==> config.mk <==
export PLATFORM = sky130hd
export DESIGN_NAME = bmp_stream_pixel_decoder
export DESIGN_NICKNAME = d
export VERILOG_FILES = /design/src/rtl/core/bmp_pkg.sv /design/src/rtl/core/bmp_front.sv /design/src/rtl/core/bmp_queue.sv /design/src/rtl/core/bmp_back.sv /design/src/rtl/core/bmp_stream_pixel_decoder.sv
export SDC_FILE = /design/constraint.sdc
export NUM_CORES = 1
export LEC_CHECK = 0
export ABC_AREA = 1
export ABC_CLOCK_PERIOD_IN_PS = 16550
export BUFFER_PORTS_ARGS = -buffer_cell sky130_fd_sc_hd__buf_2
export CORE_UTILIZATION = 45
export CTS_CLUSTER_DIAMETER = 30
export DETAILED_ROUTE_END_ITERATION = 10
export HOLD_SLACK_MARGIN = 0.12
export MAX_ROUTING_LAYER = met4
export PLACE_DENSITY = 0.58
export SLEW_MARGIN = 10
export SYNTH_ARGS = -nofsm -noshare
export SYNTH_HDL_FRONTEND = slang
export SYNTH_SLANG_ARGS = --single-unit
==> constraint.sdc <==
create_clock -name aclk -period 16.55 [get_ports aclk]
set_input_delay 4.1375 -clock aclk [delete_from_list [all_inputs] [get_ports aclk]]
set_output_delay 4.1375 -clock aclk [all_outputs]
set_load 0.01 [all_outputs]
==> src/rtl/core/bmp_pkg.sv <==
// Package: types, codes and constants of the BMP pixel decoder.
package bmp_pkg;

    localparam int MAX_WIDTH_DEF  = 4096;
    localparam int MAX_HEIGHT_DEF = 4096;
    localparam int QUEUE_DEPTH    = 4;

    localparam logic [7:0] SIG_B        = 8'h42;
    localparam logic [7:0] SIG_M        = 8'h4D;
    localparam logic [7:0] DEPTH_24     = 8'd24;
    localparam logic [7:0] DEPTH_32     = 8'd32;
    localparam logic [7:0] ALPHA_OPAQUE = 8'hFF;

    localparam logic       KIND_PIXEL  = 1'b0;
    localparam logic       KIND_STATUS = 1'b1;

    localparam logic [2:0] ST_OK        = 3'd0;
    localparam logic [2:0] ST_FORMAT    = 3'd1;
    localparam logic [2:0] ST_SIGNATURE = 3'd2;
    localparam logic [2:0] ST_DEPTH     = 3'd3;
    localparam logic [2:0] ST_TOO_LARGE = 3'd4;

    typedef struct packed {
        logic [7:0] data_byte;
        logic       end_of_file;
    } bmp_in_t;

    typedef struct packed {
        logic        kind;
        logic [7:0]  red;
        logic [7:0]  green;
        logic [7:0]  blue;
        logic [7:0]  alpha;
        logic [11:0] column;
        logic [11:0] row;
        logic [2:0]  status;
        logic [12:0] image_width;
        logic [12:0] image_height;
        logic        last;
    } bmp_out_t;

    typedef struct packed {
        logic        has_pixel;
        logic        has_status;
        logic [7:0]  red;
        logic [7:0]  green;
        logic [7:0]  blue;
        logic [7:0]  alpha;
        logic [11:0] column;
        logic [11:0] row;
        logic [2:0]  status;
        logic [12:0] image_width;
        logic [12:0] image_height;
    } bmp_entry_t;

    typedef struct packed {
        logic       valid;
        bmp_entry_t entry;
    } bmp_slot_t;

endpackage

==> src/rtl/core/bmp_front.sv <==
// Front end: header parser and pixel assembler, one byte per cycle while in_fire is high.
module bmp_front #(
    parameter int MAX_WIDTH  = bmp_pkg::MAX_WIDTH_DEF,
    parameter int MAX_HEIGHT = bmp_pkg::MAX_HEIGHT_DEF
) (
    input  logic              aclk,
    input  logic              aresetn,
    input  logic              in_fire,
    input  bmp_pkg::bmp_in_t  in_item,
    input  logic              cfg_fire,
    input  logic              cfg_alpha,
    output bmp_pkg::bmp_slot_t push
);
    import bmp_pkg::*;

    localparam int CW = $clog2(MAX_WIDTH + 1);
    localparam int RW = $clog2(MAX_HEIGHT + 1);

    localparam logic [5:0] HDR_SIG0   = 6'd0;
    localparam logic [5:0] HDR_SIG1   = 6'd1;
    localparam logic [5:0] HDR_WIDTH  = 6'd18;
    localparam logic [5:0] HDR_HEIGHT = 6'd22;
    localparam logic [5:0] HDR_DEPTH  = 6'd28;
    localparam logic [5:0] HDR_LAST   = 6'd53;

    typedef enum logic [1:0] {
        PH_HEADER,
        PH_PIXELS,
        PH_PADDING,
        PH_DONE
    } phase_t;

    phase_t          phase_reg, phase_next;
    logic [5:0]      hpos_reg, hpos_next;
    logic            sig_ok_reg, sig_ok_next;
    logic [7:0]      depth_reg, depth_next;
    logic [31:0]     width_reg, width_next;
    logic [31:0]     height_reg, height_next;
    logic [CW-1:0]   col_reg, col_next;
    logic [RW-1:0]   row_reg, row_next;
    logic [1:0]      bip_reg, bip_next;
    logic [7:0]      blue_reg, blue_next;
    logic [7:0]      green_reg, green_next;
    logic [7:0]      red_reg, red_next;
    logic [1:0]      pad_reg, pad_next;
    logic            alpha_en_reg;

    logic [7:0]      b;
    logic            is32;
    logic [1:0]      final_byte;
    logic [1:0]      hidx_w, hidx_h;
    logic [CW-1:0]   col_inc;
    logic [31:0]     col_wide, row_wide;
    logic [1:0]      pad_amt;
    bmp_slot_t       push_next;

    assign b          = in_item.data_byte;
    assign is32       = (depth_reg == DEPTH_32);
    assign final_byte = is32 ? 2'd3 : 2'd2;
    assign hidx_w     = 2'(hpos_reg - HDR_WIDTH);
    assign hidx_h     = 2'(hpos_reg - HDR_HEIGHT);
    assign col_inc    = col_reg + CW'(1);
    assign col_wide   = 32'(col_reg);
    assign row_wide   = 32'(row_reg);
    assign pad_amt    = is32 ? 2'd0 : width_reg[1:0];

    always_comb begin
        phase_next  = phase_reg;
        hpos_next   = hpos_reg;
        sig_ok_next = sig_ok_reg;
        depth_next  = depth_reg;
        width_next  = width_reg;
        height_next = height_reg;
        col_next    = col_reg;
        row_next    = row_reg;
        bip_next    = bip_reg;
        blue_next   = blue_reg;
        green_next  = green_reg;
        red_next    = red_reg;
        pad_next    = pad_reg;
        push_next   = '0;

        if (in_fire) begin
            if (in_item.end_of_file) begin
                if (phase_reg != PH_DONE) begin
                    push_next.valid            = 1'b1;
                    push_next.entry.has_status = 1'b1;
                    push_next.entry.status     = ST_FORMAT;
                end
                phase_next  = PH_HEADER;
                hpos_next   = '0;
                sig_ok_next = 1'b1;
                depth_next  = '0;
                width_next  = '0;
                height_next = '0;
                col_next    = '0;
                row_next    = '0;
                bip_next    = '0;
                blue_next   = '0;
                green_next  = '0;
                red_next    = '0;
                pad_next    = '0;
            end else begin
                case (phase_reg)
                    PH_HEADER: begin
                        if (hpos_reg == HDR_SIG0 && b != SIG_B) begin
                            sig_ok_next = 1'b0;
                        end
                        if (hpos_reg == HDR_SIG1 && b != SIG_M) begin
                            sig_ok_next = 1'b0;
                        end
                        if (hpos_reg == HDR_DEPTH) begin
                            depth_next = b;
                        end
                        if (hpos_reg >= HDR_WIDTH && hpos_reg < HDR_HEIGHT) begin
                            width_next[{hidx_w, 3'b000} +: 8] = b;
                        end
                        if (hpos_reg >= HDR_HEIGHT && hpos_reg < HDR_HEIGHT + 6'd4) begin
                            height_next[{hidx_h, 3'b000} +: 8] = b;
                        end
                        hpos_next = hpos_reg + 6'd1;
                        if (hpos_reg == HDR_LAST) begin
                            if (!sig_ok_reg) begin
                                push_next.valid            = 1'b1;
                                push_next.entry.has_status = 1'b1;
                                push_next.entry.status     = ST_SIGNATURE;
                                phase_next                 = PH_DONE;
                            end else if (depth_reg != DEPTH_24 && depth_reg != DEPTH_32) begin
                                push_next.valid            = 1'b1;
                                push_next.entry.has_status = 1'b1;
                                push_next.entry.status     = ST_DEPTH;
                                phase_next                 = PH_DONE;
                            end else if (width_reg > 32'(MAX_WIDTH)
                                         || height_reg > 32'(MAX_HEIGHT)) begin
                                push_next.valid            = 1'b1;
                                push_next.entry.has_status = 1'b1;
                                push_next.entry.status     = ST_TOO_LARGE;
                                phase_next                 = PH_DONE;
                            end else if (width_reg == '0 || height_reg == '0) begin
                                push_next.valid              = 1'b1;
                                push_next.entry.has_status   = 1'b1;
                                push_next.entry.status       = ST_OK;
                                push_next.entry.image_width  = width_reg[12:0];
                                push_next.entry.image_height = height_reg[12:0];
                                phase_next                   = PH_DONE;
                            end else begin
                                phase_next = PH_PIXELS;
                                col_next   = '0;
                                row_next   = RW'(height_reg - 32'd1);
                                bip_next   = '0;
                            end
                        end
                    end
                    PH_PIXELS: begin
                        case (bip_reg)
                            2'd0:    blue_next  = b;
                            2'd1:    green_next = b;
                            2'd2:    red_next   = b;
                            default: ;
                        endcase
                        if (bip_reg >= final_byte) begin
                            push_next.valid           = 1'b1;
                            push_next.entry.has_pixel = 1'b1;
                            push_next.entry.red       = (bip_reg == 2'd2) ? b : red_reg;
                            push_next.entry.green     = green_reg;
                            push_next.entry.blue      = blue_reg;
                            push_next.entry.alpha     = alpha_en_reg ? ALPHA_OPAQUE : 8'd0;
                            push_next.entry.column    = col_wide[11:0];
                            push_next.entry.row       = row_wide[11:0];
                            bip_next                  = '0;
                            col_next                  = col_inc;
                            if (32'(col_inc) >= width_reg) begin
                                col_next = '0;
                                if (pad_amt != 2'd0) begin
                                    phase_next = PH_PADDING;
                                    pad_next   = pad_amt;
                                end else if (row_reg == '0) begin
                                    push_next.entry.has_status   = 1'b1;
                                    push_next.entry.status       = ST_OK;
                                    push_next.entry.image_width  = width_reg[12:0];
                                    push_next.entry.image_height = height_reg[12:0];
                                    phase_next                   = PH_DONE;
                                end else begin
                                    row_next = row_reg - RW'(1);
                                end
                            end
                        end else begin
                            bip_next = bip_reg + 2'd1;
                        end
                    end
                    PH_PADDING: begin
                        if (pad_reg != 2'd0) begin
                            pad_next = pad_reg - 2'd1;
                        end
                        if (pad_reg <= 2'd1) begin
                            if (row_reg == '0) begin
                                push_next.valid              = 1'b1;
                                push_next.entry.has_status   = 1'b1;
                                push_next.entry.status       = ST_OK;
                                push_next.entry.image_width  = width_reg[12:0];
                                push_next.entry.image_height = height_reg[12:0];
                                phase_next                   = PH_DONE;
                            end else begin
                                row_next   = row_reg - RW'(1);
                                phase_next = PH_PIXELS;
                            end
                        end
                    end
                    default: ;
                endcase
            end
        end
    end

    always_ff @(posedge aclk) begin
        if (!aresetn) begin
            phase_reg    <= PH_HEADER;
            hpos_reg     <= '0;
            sig_ok_reg   <= 1'b1;
            depth_reg    <= '0;
            width_reg    <= '0;
            height_reg   <= '0;
            col_reg      <= '0;
            row_reg      <= '0;
            bip_reg      <= '0;
            blue_reg     <= '0;
            green_reg    <= '0;
            red_reg      <= '0;
            pad_reg      <= '0;
            alpha_en_reg <= 1'b1;
            push         <= '0;
        end else begin
            phase_reg  <= phase_next;
            hpos_reg   <= hpos_next;
            sig_ok_reg <= sig_ok_next;
            depth_reg  <= depth_next;
            width_reg  <= width_next;
            height_reg <= height_next;
            col_reg    <= col_next;
            row_reg    <= row_next;
            bip_reg    <= bip_next;
            blue_reg   <= blue_next;
            green_reg  <= green_next;
            red_reg    <= red_next;
            pad_reg    <= pad_next;
            push       <= push_next;
            if (cfg_fire) begin
                alpha_en_reg <= cfg_alpha;
            end
        end
    end

endmodule

==> src/rtl/core/bmp_queue.sv <==
// Short queue of decoded entries between the front end and the back end.
module bmp_queue (
    input  logic               aclk,
    input  logic               aresetn,
    input  bmp_pkg::bmp_slot_t push,
    input  logic               pop,
    output bmp_pkg::bmp_slot_t head,
    output logic               full
);
    import bmp_pkg::*;

    localparam int QW = $clog2(QUEUE_DEPTH);

    bmp_entry_t    mem_reg [QUEUE_DEPTH];
    logic [QW-1:0] wr_ptr_reg, rd_ptr_reg;
    logic [QW:0]   count_reg, count_next;
    logic          do_pop;

    // the entry registered in the front end still counts against the space
    assign do_pop     = pop && (count_reg != '0);
    assign full       = ((count_reg + (QW+1)'(push.valid)) >= (QW+1)'(QUEUE_DEPTH));
    assign head.valid = (count_reg != '0);
    assign head.entry = mem_reg[rd_ptr_reg];

    always_comb begin
        count_next = count_reg;
        case ({push.valid, do_pop})
            2'b10:   count_next = count_reg + (QW+1)'(1);
            2'b01:   count_next = count_reg - (QW+1)'(1);
            default: ;
        endcase
    end

    always_ff @(posedge aclk) begin
        if (push.valid) begin
            mem_reg[wr_ptr_reg] <= push.entry;
        end
        if (!aresetn) begin
            wr_ptr_reg <= '0;
            rd_ptr_reg <= '0;
            count_reg  <= '0;
        end else begin
            if (push.valid) begin
                wr_ptr_reg <= wr_ptr_reg + QW'(1);
            end
            if (do_pop) begin
                rd_ptr_reg <= rd_ptr_reg + QW'(1);
            end
            count_reg <= count_next;
        end
    end

endmodule

==> src/rtl/core/bmp_back.sv <==
// Back end: expands queued entries into result items behind an output register.
module bmp_back (
    input  logic               aclk,
    input  logic               aresetn,
    input  bmp_pkg::bmp_slot_t head,
    output logic               pop,
    output logic               m_valid,
    input  logic               m_ready,
    output bmp_pkg::bmp_out_t  m_data
);
    import bmp_pkg::*;

    logic     m_valid_reg;
    bmp_out_t m_data_reg;
    logic     sent_pixel_reg;
    logic     load;
    bmp_out_t result;

    assign load = head.valid && (!m_valid_reg || m_ready);

    always_comb begin
        result = '0;
        if (head.entry.has_pixel && !sent_pixel_reg) begin
            result.kind   = KIND_PIXEL;
            result.red    = head.entry.red;
            result.green  = head.entry.green;
            result.blue   = head.entry.blue;
            result.alpha  = head.entry.alpha;
            result.column = head.entry.column;
            result.row    = head.entry.row;
            result.last   = !head.entry.has_status;
        end else begin
            result.kind         = KIND_STATUS;
            result.status       = head.entry.status;
            result.image_width  = head.entry.image_width;
            result.image_height = head.entry.image_height;
            result.last         = 1'b1;
        end
    end

    assign pop     = load && result.last;
    assign m_valid = m_valid_reg;
    assign m_data  = m_data_reg;

    always_ff @(posedge aclk) begin
        if (load) begin
            m_data_reg <= result;
        end
        if (!aresetn) begin
            m_valid_reg    <= 1'b0;
            sent_pixel_reg <= 1'b0;
        end else begin
            if (load) begin
                m_valid_reg    <= 1'b1;
                sent_pixel_reg <= !result.last;
            end else if (m_ready) begin
                m_valid_reg <= 1'b0;
            end
        end
    end

endmodule

==> src/rtl/core/bmp_stream_pixel_decoder.sv <==
// Top level of the streaming 24/32-bit BMP pixel decoder.
// Throughput: one byte per cycle; s_ready drops only when the four-entry queue,
// counting the entry still in the front register, is full.
// A result item passes through the front push register, the queue and the output register.
// When no row padding follows, the byte that ends the image gives a pixel and a status result from one queue entry.
// Reset (aresetn low, synchronous): parser rearmed, queue emptied, alpha_enable set to 1.
module bmp_stream_pixel_decoder #(
    parameter int MAX_WIDTH  = bmp_pkg::MAX_WIDTH_DEF,
    parameter int MAX_HEIGHT = bmp_pkg::MAX_HEIGHT_DEF
) (
    input  logic              aclk,
    input  logic              aresetn,
    input  logic              s_valid,
    output logic              s_ready,
    input  bmp_pkg::bmp_in_t  s_data,
    output logic              m_valid,
    input  logic              m_ready,
    output bmp_pkg::bmp_out_t m_data,
    input  logic              cfg_valid,
    output logic              cfg_ready,
    input  logic              cfg_data
);
    import bmp_pkg::*;

    bmp_slot_t push;
    bmp_slot_t head;
    logic      q_full;
    logic      pop;

    assign s_ready   = !q_full;
    assign cfg_ready = 1'b1;

    bmp_front #(
        .MAX_WIDTH  (MAX_WIDTH),
        .MAX_HEIGHT (MAX_HEIGHT)
    ) u_front (
        .aclk      (aclk),
        .aresetn   (aresetn),
        .in_fire   (s_valid && s_ready),
        .in_item   (s_data),
        .cfg_fire  (cfg_valid && cfg_ready),
        .cfg_alpha (cfg_data),
        .push      (push)
    );

    bmp_queue u_queue (
        .aclk    (aclk),
        .aresetn (aresetn),
        .push    (push),
        .pop     (pop),
        .head    (head),
        .full    (q_full)
    );

    bmp_back u_back (
        .aclk    (aclk),
        .aresetn (aresetn),
        .head    (head),
        .pop     (pop),
        .m_valid (m_valid),
        .m_ready (m_ready),
        .m_data  (m_data)
    );

endmodule

**Word-level counts from Yosys, hierarchy flattened**

Memories as Yosys holds them, arrays and structs flattened. A register that Yosys moved wholly into a read port is not among the register bits.
Cells that the tools add are included.

- Output and inout port bits: 90
- Memories kept: 1
- Bits in writable memories: 348
- Register bits after elaboration: 320

Memory list:

| name | depth | bits a word | read ports | clocked after Yosys merged registers in | wr ports | line | text |
|---|---|---|---|---|---|---|---|
| u_queue.mem_reg | 4 | 87 | 1 | 1 | 1 | bmp_queue.sv:14 | `bmp_entry_t mem_reg [QUEUE_DEPTH];` |

- Reduce and logical (&&, ||, !) cells: 57
- Bitwise logic cells: 4
- Add/subtract/negate cells: 15
- Order comparisons: 10
- Shifts and indexed selects: 4
- Muxes and demuxes: 116
- Equality and inequality tests: 27

Operators with widths:

| kind | number |
|---|---|
| $mux W13 | 19 |
| $mux W32 | 6 |
| $mux W26 | 5 |
| $mux W29 | 4 |
| $mux W8 | 13 |
| $mux W88 | 1 |
| $pmux W29 S3 | 1 |
| $bwmux W32 | 2 |
| $gt A32 B13 Y1 const B | 2 |
| $logic_not A32 Y1 | 2 |
| $shift A8 B7 Y32 const A | 2 |
| $shiftx A8 B7 Y32 | 2 |
| $mux W2 | 27 |
| $pmux W13 S3 | 1 |
| $ge A13 B32 Y1 | 1 |
| $pmux W13 S2 | 1 |
| $sub A13 B1 Y13 const B | 2 |
| $mux W1 | 24 |
| $reduce_bool A2 Y1 | 11 |
| $ne A3 B2 Y1 const B | 7 |
| $reduce_and A3 Y1 | 6 |
| $ne A8 B7 Y1 const B | 2 |
| $neg A5 Y7 | 2 |
| $reduce_and A7 Y1 | 2 |
| other kinds (46) | 88 |

**Longest topological paths before layout**

Gate-level depths: netlist of the first run.

- Depth in word-level cells: 9
- Mapped depth: 25

**Modules after synthesis**

Synthesis of the first run repeated with hierarchy kept, for this count alone.

- Cells, all modules: 2,560
- Area, all modules: 26,501.7 µm²

Modules (own cells, without submodules):

| module | times used | cells each | area an instance (µm²) | sequential area each (µm²) |
|---|---|---|---|---|
| bmp_queue | 1 | 908 | 13,386.6 | 10,630.2 |
| bmp_front | 1 | 1,364 | 9,620.5 | 4,344.2 |
| bmp_back | 1 | 283 | 3,469.6 | 2,652.5 |
| bmp_stream_pixel_decoder | 1 | 5 | 25.0 | 0.0 |

**Worst setup path before layout of the first run**

No wires, ideal clock.

- Path type: input to register
- From: in m_ready
- To: reg u_queue.count_reg[2]
- Buffers on the path: 0
- Path slack: 6.611 ns
- Library setup time: 0.122 ns
- Data required time: 16.428 ns
- Data arrival time: 9.817 ns
- Cell stages on the path: 11
- Path through: nor2_1 -> a31oi_1 -> nand2_1 -> inv_2 -> ha_1 -> inv_1 -> fa_1 -> a21oi_1 -> o21ai_0 -> o21ai_0 -> a21oi_1

- Cells in the longest elaborated chain, start to end: 6
- Elaborated cells on any way between the ends: 8

Ends and longest elaborated chain:

| item | line | text |
|---|---|---|
| start, declared | bmp_stream_pixel_decoder.sv:17 | `input logic m_ready,` |
| $logic_or A1 B1 Y1 * | bmp_back.sv:19 | `assign load = head.valid && (!m_valid_reg \|\| m_ready);` |
| $logic_and A1 B1 Y1 * | bmp_back.sv:19 |  |
| named net u_back.load | bmp_back.sv:16 | `logic load;` |
| $logic_and A1 B1 Y1 * | bmp_back.sv:41 | `assign pop = load && result.last;` |
| $logic_and A1 B1 Y1 * | bmp_queue.sv:20 | `assign do_pop = pop && (count_reg != '0);` |
| named net u_queue.do_pop | bmp_queue.sv:17 | `logic do_pop;` |
| $eq A2 B1 Y1 or $eq A2 B2 Y1 (tied branches) | bmp_queue.sv:27 | `case ({push.valid, do_pop})` |
| $pmux W3 S2 or $reduce_bool A2 Y1 (tied branches) | -- |  |
| end signal, assigned | bmp_queue.sv:49 | `count_reg <= count_next;` |
| end, declared | bmp_queue.sv:16 | `logic [QW:0] count_reg, count_next;` |

Mark *: on every way through the listed nets, which the timed path passes. The rest lies on a longest branch.
A chain may end at the register's enable or synchronous reset.

**Final worst setup path of the first run**

- From: in s_data[0] (netlist name)
- To: reg u_front.row_reg[3]

- Cells in the longest elaborated chain, start to end: 2
- Elaborated cells on any way between the ends: 12

Ends and longest elaborated chain:

| item | line | text |
|---|---|---|
| start, declared | bmp_stream_pixel_decoder.sv:15 | `input bmp_pkg::bmp_in_t s_data,` |
| $ne A3 B2 Y1 (no source line), or another cell as far along | -- |  |
| $reduce_and A11 Y1 (no source line) | -- |  |
| end signal, assigned | bmp_front.sv:240 | `row_reg <= row_next;` |
| end, declared | bmp_front.sv:40 | `logic [RW-1:0] row_reg, row_next;` |

Parallel ways exist; a longest one is shown, timed or not.

==> results of run 1 <==
-- final cells by class --
cell class | instances | area (um2) | share of cell area
clock buffer | 134 | 3107 | 0.1024
clock inverter | 92 | 965.9 | 0.03184
inverter | 228 | 867.1 | 0.02858
multi-input combinational | 1529 | 7248 | 0.2389
sequential | 628 | 16580 | 0.5465
tap | 748 | 935.9 | 0.03085
timing repair buffer | 119 | 635.6 | 0.02095
-- critical path: stages --
cell and delay (ns):
buf_2 0.63, inv_4 0.33, nand2_1 0.23, nor3_1 0.08, a21oi_2 0.12, nand3_1 0.10, a21oi_1 0.13, nand2_1 0.10
nor2_4 0.43, nand2_1 0.10, nand2_1 0.09, nor2_1 0.04
-- power groups by stage --
stage	Combinational, mW	Clock, mW	Sequential [mW]
2_1_floorplan	0.860	0	2.08
3_3_place_gp	1.27	0	2.03
3_5_place_dp	1.28	0	2.04
4_1_cts	1.29	2.42	2.01
5_1_grt	1.45	2.50	2.03
6_report	1.26	2.38	2.01
-- worst paths after layout --
kind / end / cells after the start / slack [ns] / start
min reg2reg: u_front.push[72]$_SDFF_PP0_ / 2 / 0.44 / u_front.green_reg[3]$_SDFFE_PN0P_
max reg2reg: u_front.row_reg[3]$_SDFFE_PN0P_ / 22 / 12.57 / u_front.col_reg[0]$_SDFFE_PN0P_
max: u_front.row_reg[3]$_SDFFE_PN0P_ / 12 / 10.53 / s_data[0]
min: u_front.push[72]$_SDFF_PP0_ / 2 / 0.44 / u_front.green_reg[3]$_SDFFE_PN0P_
-- stage by stage --
| stage | cell area [um2] | std cells |
|---|---|---|
| 3_3_place_gp | 26270 | 3252 |
| 5_1_grt | 30340 | 3478 |
| 2_1_floorplan | 25280 | 2501 |
| 6_report | 30340 | 3478 |
| 4_1_cts | 30340 | 3478 |
| 3_5_place_dp | 26270 | 3252 |
-- kinds of logic after synthesis --
kind of cell | Yosys count | share of synthesized area
other | 1 | 0.0001483
buffers and inverters | 344 | 0.05825
AO/OA/AOI/OAI | 486 | 0.1033
AND/OR/NAND/NOR | 994 | 0.1600
adder cells (fa/ha/maj) | 37 | 0.01861
XOR/XNOR | 11 | 0.004108
flip-flops | 628 | 0.6556
-- synth_stat cells, types with 3 or more instances --
library cell / n
inv_2: 12
clkbuf_1: 60
o211ai_1: 3
o21ai_0: 262
nand3_1: 45
a21oi_1: 150
a31oi_1: 3
o21ai_2: 6
a211oi_1: 6
xor2_1: 10
nor4_1: 6
nand2_1: 320
o21ai_1: 9
nor2_1: 565
or2_2: 3
dfxtp_1: 228
nor2_4: 5
nand2_2: 4
nor3_1: 13
o22ai_1: 30
nor2_2: 5
buf_4: 15
ha_1: 36
buf_6: 13
inv_1: 214
nand4_1: 14
buf_1: 10
a21oi_4: 4
buf_2: 18
edfxtp_1: 400
-- metal layers --
layer	part of all wire	routed length, um
met5	0	0
met4	0.022	1287
met3	0.049	2904
met1	0.45	26870
met2	0.48	28530
==> flow_metrics.tcl, run 1 <==
set metrics [dict create \
    status "completed" \
    grt_antenna_before_repair 0 \
    synth-edff-count 400 \
    synth_area_um2 25280 \
    wl_per_cell_um 17.13 \
    boundaryPins 105 \
    peakVddDrop_mv 0.09242 \
    yosysSeqAreaShare 0.6556 \
    rsz0062_at_grt "no" \
    top_usage_layer "met2" \
    cp_max_fo 28 \
    grt_pass1_vias 17357 \
    die_area_um2 57130 \
    vias_per_cell 5.043 \
    start_util 0.4571 \
    clock_latency_ns 0.67 \
    cts_buffers 118 \
    hold_class "reg -> reg" \
    drtIter0Drc 1132 \
    grt_util_met1 0.2799 \
    power.leakage_nw 12.15 \
    switching_share 0.3173 \
    dp_hpwl_um 37100 \
    die_h_um 239.0 \
    most-common-layout-cells "565 x nor2_1, 400 x edfxtp_1, 320 x nand2_1" \
    yosysTopAreaCell "edfxtp_1" \
    clock_sinks 628 \
    final.setup.worst_slack_ns 10.53 \
    routed_wl_um 59590 \
    holdBufCountCts 0 \
    grt_pass1_wl_um 94630 \
    grt.met2_usage 0.3588 \
    rows 86 \
    cp.required_ns 17.09 \
    ant_nets 0 \
    synth_top_area_share 0.4751 \
    cts.clk_slew.worst_paths_ns 0.05 \
    finalPower_mw 5.652 \
    combPwrFrac 0.224 \
    cts_tree "done" \
    fillers 4844 \
    cts.path.max_buffers 3 \
    p_int_mw 3.859 \
    post-cts-setup-buffer-count 0 \
    ys.flop_type "edfxtp_1" \
    syn_avg_cell_area_um2 10.11 \
    synth.top_cells.by_area "edfxtp_1 48%, dfxtp_1 18%, nor2_1 8.4%" \
    cp.arrival_ns 6.56 \
    largest_register_ffs 320 \
    whs_ns 0.4388 \
    dr_total_vias 17540 \
    yosys_warnings 0 \
    critPathCaptureType "register" \
    die_w_um 239.0 \
    critPathLaunchType "input port" \
    grt_usage 0.2209 \
    clockRootBuffer "clkbuf_16" \
    power.density_nw_per_um2 186.3 \
    maxSlewHeadroom 0.3003 \
    setup_viol 0 \
    dpl_worst_slack_ns 9.885 \
    maxSlewViolCount 0 \
    gp_congestion 0.9284 \
    min_period_over_period 0.3638 \
    synth_fp_nets 2553 \
    synth_seq_cells 628 \
    synthArstFlopShare 0 \
    htree_num_levels 3 \
    drc 0 \
    cap_violations 0 \
    ys_types 52 \
    finalCoreUtilization 0.5486 \
    met3_usage 0.03891 \
    synthToLayoutAreaGrowth_pct 20.01 \
    final_layout_size_suffix_gt1_frac 0.1421 \
    clockPowerShare 0.421 \
    crit_type "in -> reg" \
    finClkSkew_ns 0.02838 \
    grt.overflow.total 0 \
    power.switching_mw 1.793 \
    hold_viol 0 \
    firstDrtPassIters 5 \
    period_minus_slack_ns 6.021 \
    final_common_cell "nor2_1" \
    tightest_slew_ns 1.050 \
    diodes 0 \
    tns_ns 0 \
    synth_cells 2501 \
    timing.fmax_mhz 166.1 \
    portBuffers 103 \
    ctsResizeCount 0 \
    p_seq_frac 0.355 \
    grt_max_degree 109 \
    final_nets 2676 \
    core_um2 55310 \
]
No activity file was read; power rests on OpenSTA's default activity.
==> inputs of run 2 (changes only) <==
Settings changed: ABC_CLOCK_PERIOD_IN_PS 16550 to 5550.
Clock period 16.55 ns to 5.55 ns, I/O delays scaled along.
==> run 2 against run 1 <==
Clock skew is 0.013 ns higher. Critical path depth up 10. Clock power rose to 3.1 times the previous value. Worst hold slack worse by 0.00083 ns. Register-to-register slack worse by 11 ns. Non-clock buffer count increased by 3. Sequential cell count unchanged. Core utilization is 0.55 points higher. Largest power group unchanged.
==> flow_metrics.tcl, run 2 (synthesis results as in run 1) <==
set metrics [dict create \
    maxSlewViolCount 0 \
    start_util 0.4571 \
    vias_per_cell 5.083 \
    power.switching_mw 5.414 \
    grt_max_degree 116 \
    min_from "u_front.green_reg[3]$_SDFFE_PN0P_" \
    cts_buffers 121 \
    maxSlewHeadroom 0.2512 \
    cts.path.max_buffers 3 \
    period_minus_slack_ns 3.813 \
    grt_antenna_before_repair 0 \
    synthToLayoutAreaGrowth_pct 21.21 \
    crit_type "reg -> reg" \
    grt_pass1_vias 17164 \
    cp.required_ns 6.08 \
    finClkSkew_ns 0.04142 \
    drtIter0Drc 1418 \
    firstDrtPassIters 5 \
    final_nets 2682 \
    drc 0 \
    critPathLaunchType "register" \
    peakVddDrop_mv 0.2647 \
    tns_ns 0 \
    cts_tree "done" \
    ctsResizeCount 0 \
    timing.fmax_mhz 262.2 \
    clockPowerShare 0.434 \
    switching_share 0.3135 \
    whs_ns 0.4380 \
    path_buf_inv 1 \
    finalPower_mw 17.27 \
    grt_pass1_wl_um 94160 \
    worstPathCellList "ha_1, nand2_1, nor2_1, nand4_1, nor2_1, nand3_1, xor2_1, inv_1, ha_1, nand2_1, nor2_1, nand3_1, nor2_1, nor2_1, nand2_1, nand2_2, nand2_2, nand2_1, nor2_4, nand2_1, nand2_1, nor2_1" \
    rsz0062_at_grt "no" \
    final_common_cell "nor2_1" \
    startpoint "u_front.col_reg[0]$_SDFFE_PN0P_" \
    most-common-layout-cells "565 x nor2_1, 400 x edfxtp_1, 320 x nand2_1" \
    power.density_nw_per_um2 563.6 \
    dpl_worst_slack_ns 1.607 \
    routed_wl_um 60170 \
    die_w_um 239.0 \
    cp_max_fo 24 \
    p_seq_frac 0.344 \
    htree_num_levels 3 \
    final_layout_size_suffix_gt1_frac 0.1479 \
    tightest_slew_ns 1.123 \
    cap_violations 0 \
    critPathCaptureType "register" \
    combPwrFrac 0.222 \
    cpPeakStageDelay_ns 0.47 \
    dp_hpwl_um 37550 \
    clockRootBuffer "clkbuf_16" \
    wl_per_cell_um 17.26 \
    min_period_over_period 0.6871 \
    gp_congestion 0.9382 \
    die_h_um 239.0 \
    grt.overflow.total 0 \
    status "completed" \
    boundaryPins 105 \
    post-cts-setup-buffer-count 0 \
    ant_nets 0 \
    slowest_stage "nor2_4" \
    die_area_um2 57130 \
    portBuffers 103 \
    clock_latency_ns 0.67 \
    hold_viol 0 \
    path_delay_family "simple AND/OR/NAND/NOR gates" \
    dr_total_vias 17723 \
    power.leakage_nw 12.27 \
    largest_register_ffs 320 \
    final.setup.worst_slack_ns 1.737 \
    grt_usage 0.2192 \
    diodes 0 \
    clock_sinks 628 \
    rows 86 \
    cp.arrival_ns 4.34 \
    holdBufCountCts 0 \
    p_int_mw 11.86 \
    hold_class "reg -> reg" \
    setup_viol 0 \
    cts.clk_slew.worst_paths_ns 0.05 \
    r2r-start "u_front.col_reg[0]$_SDFFE_PN0P_" \
    core_um2 55310 \
]
run 2: path summary, 6_finish.rpt:
| kind | end | slack (ns) | cells past startpoint |
|---|---|---|---|
| max reg2reg | u_front.row_reg[7]$_SDFFE_PN0P_ | 1.74 | 22 |
| min | u_front.push[72]$_SDFF_PP0_ | 0.44 | 2 |
| min reg2reg | u_front.push[72]$_SDFF_PP0_ | 0.44 | 2 |
| max | u_front.row_reg[7]$_SDFFE_PN0P_ | 1.74 | 22 |
run 2: final cells by class:
class,instances,area (um2)
repair buffers,122,670.6
well taps,748,935.9
inverters,228,868.3
fillers,4765,24660
clock inverters,83,938.4
clock buffers,149,3401
flip-flops and latches,628,16580
multi-input cells,1529,7248
run 2: worst register-to-register path, stage by stage (launching register included):
cell and delay [ns]:
dfxtp_1 0.42, ha_1 0.21, nand2_1 0.06, nor2_1 0.19
nand4_1 0.15, nor2_1 0.25, nand3_1 0.13, xor2_1 0.21
inv_1 0.07, ha_1 0.27, nand2_1 0.05, nor2_1 0.10
nand3_1 0.10, nor2_1 0.11, nor2_1 0.05, nand2_1 0.07
nand2_2 0.09, nand2_2 0.27, nand2_1 0.15, nor2_4 0.47
nand2_1 0.12, nand2_1 0.08, nor2_1 0.05
run 2: through the flow:
step | util | instances | instance area, um2
finish | 0.5540 | 3487 | 30640
global route | 0.5540 | 3487 | 30640
CTS | 0.5540 | 3487 | 30640
detailed placement | 0.4756 | 3255 | 26300
global placement | 0.4756 | 3255 | 26300
floorplan | - | 2501 | 25290
run 2: power by group through the flow:
stage / combinational [mW] / sequential [mW] / clock (mW)
after floorplan: 2.57 / 6.18 / 0
after global placement: 3.82 / 6.02 / 0
after detailed placement: 3.86 / 6.03 / 0
after CTS: 3.89 / 5.95 / 7.59
after global routing: 4.34 / 6.00 / 7.82
final: 3.84 / 5.94 / 7.49
run 2: per-layer routing:
metal  vias to the layer above  routed length [um]  GRT usage
li1                       8654                   -          -
met3                        97                3352    0.03522
met5                         -                   0          -
met1                      8479               26370     0.2795
met4                         0                1304    0.07653
met2                       493               29140     0.3547
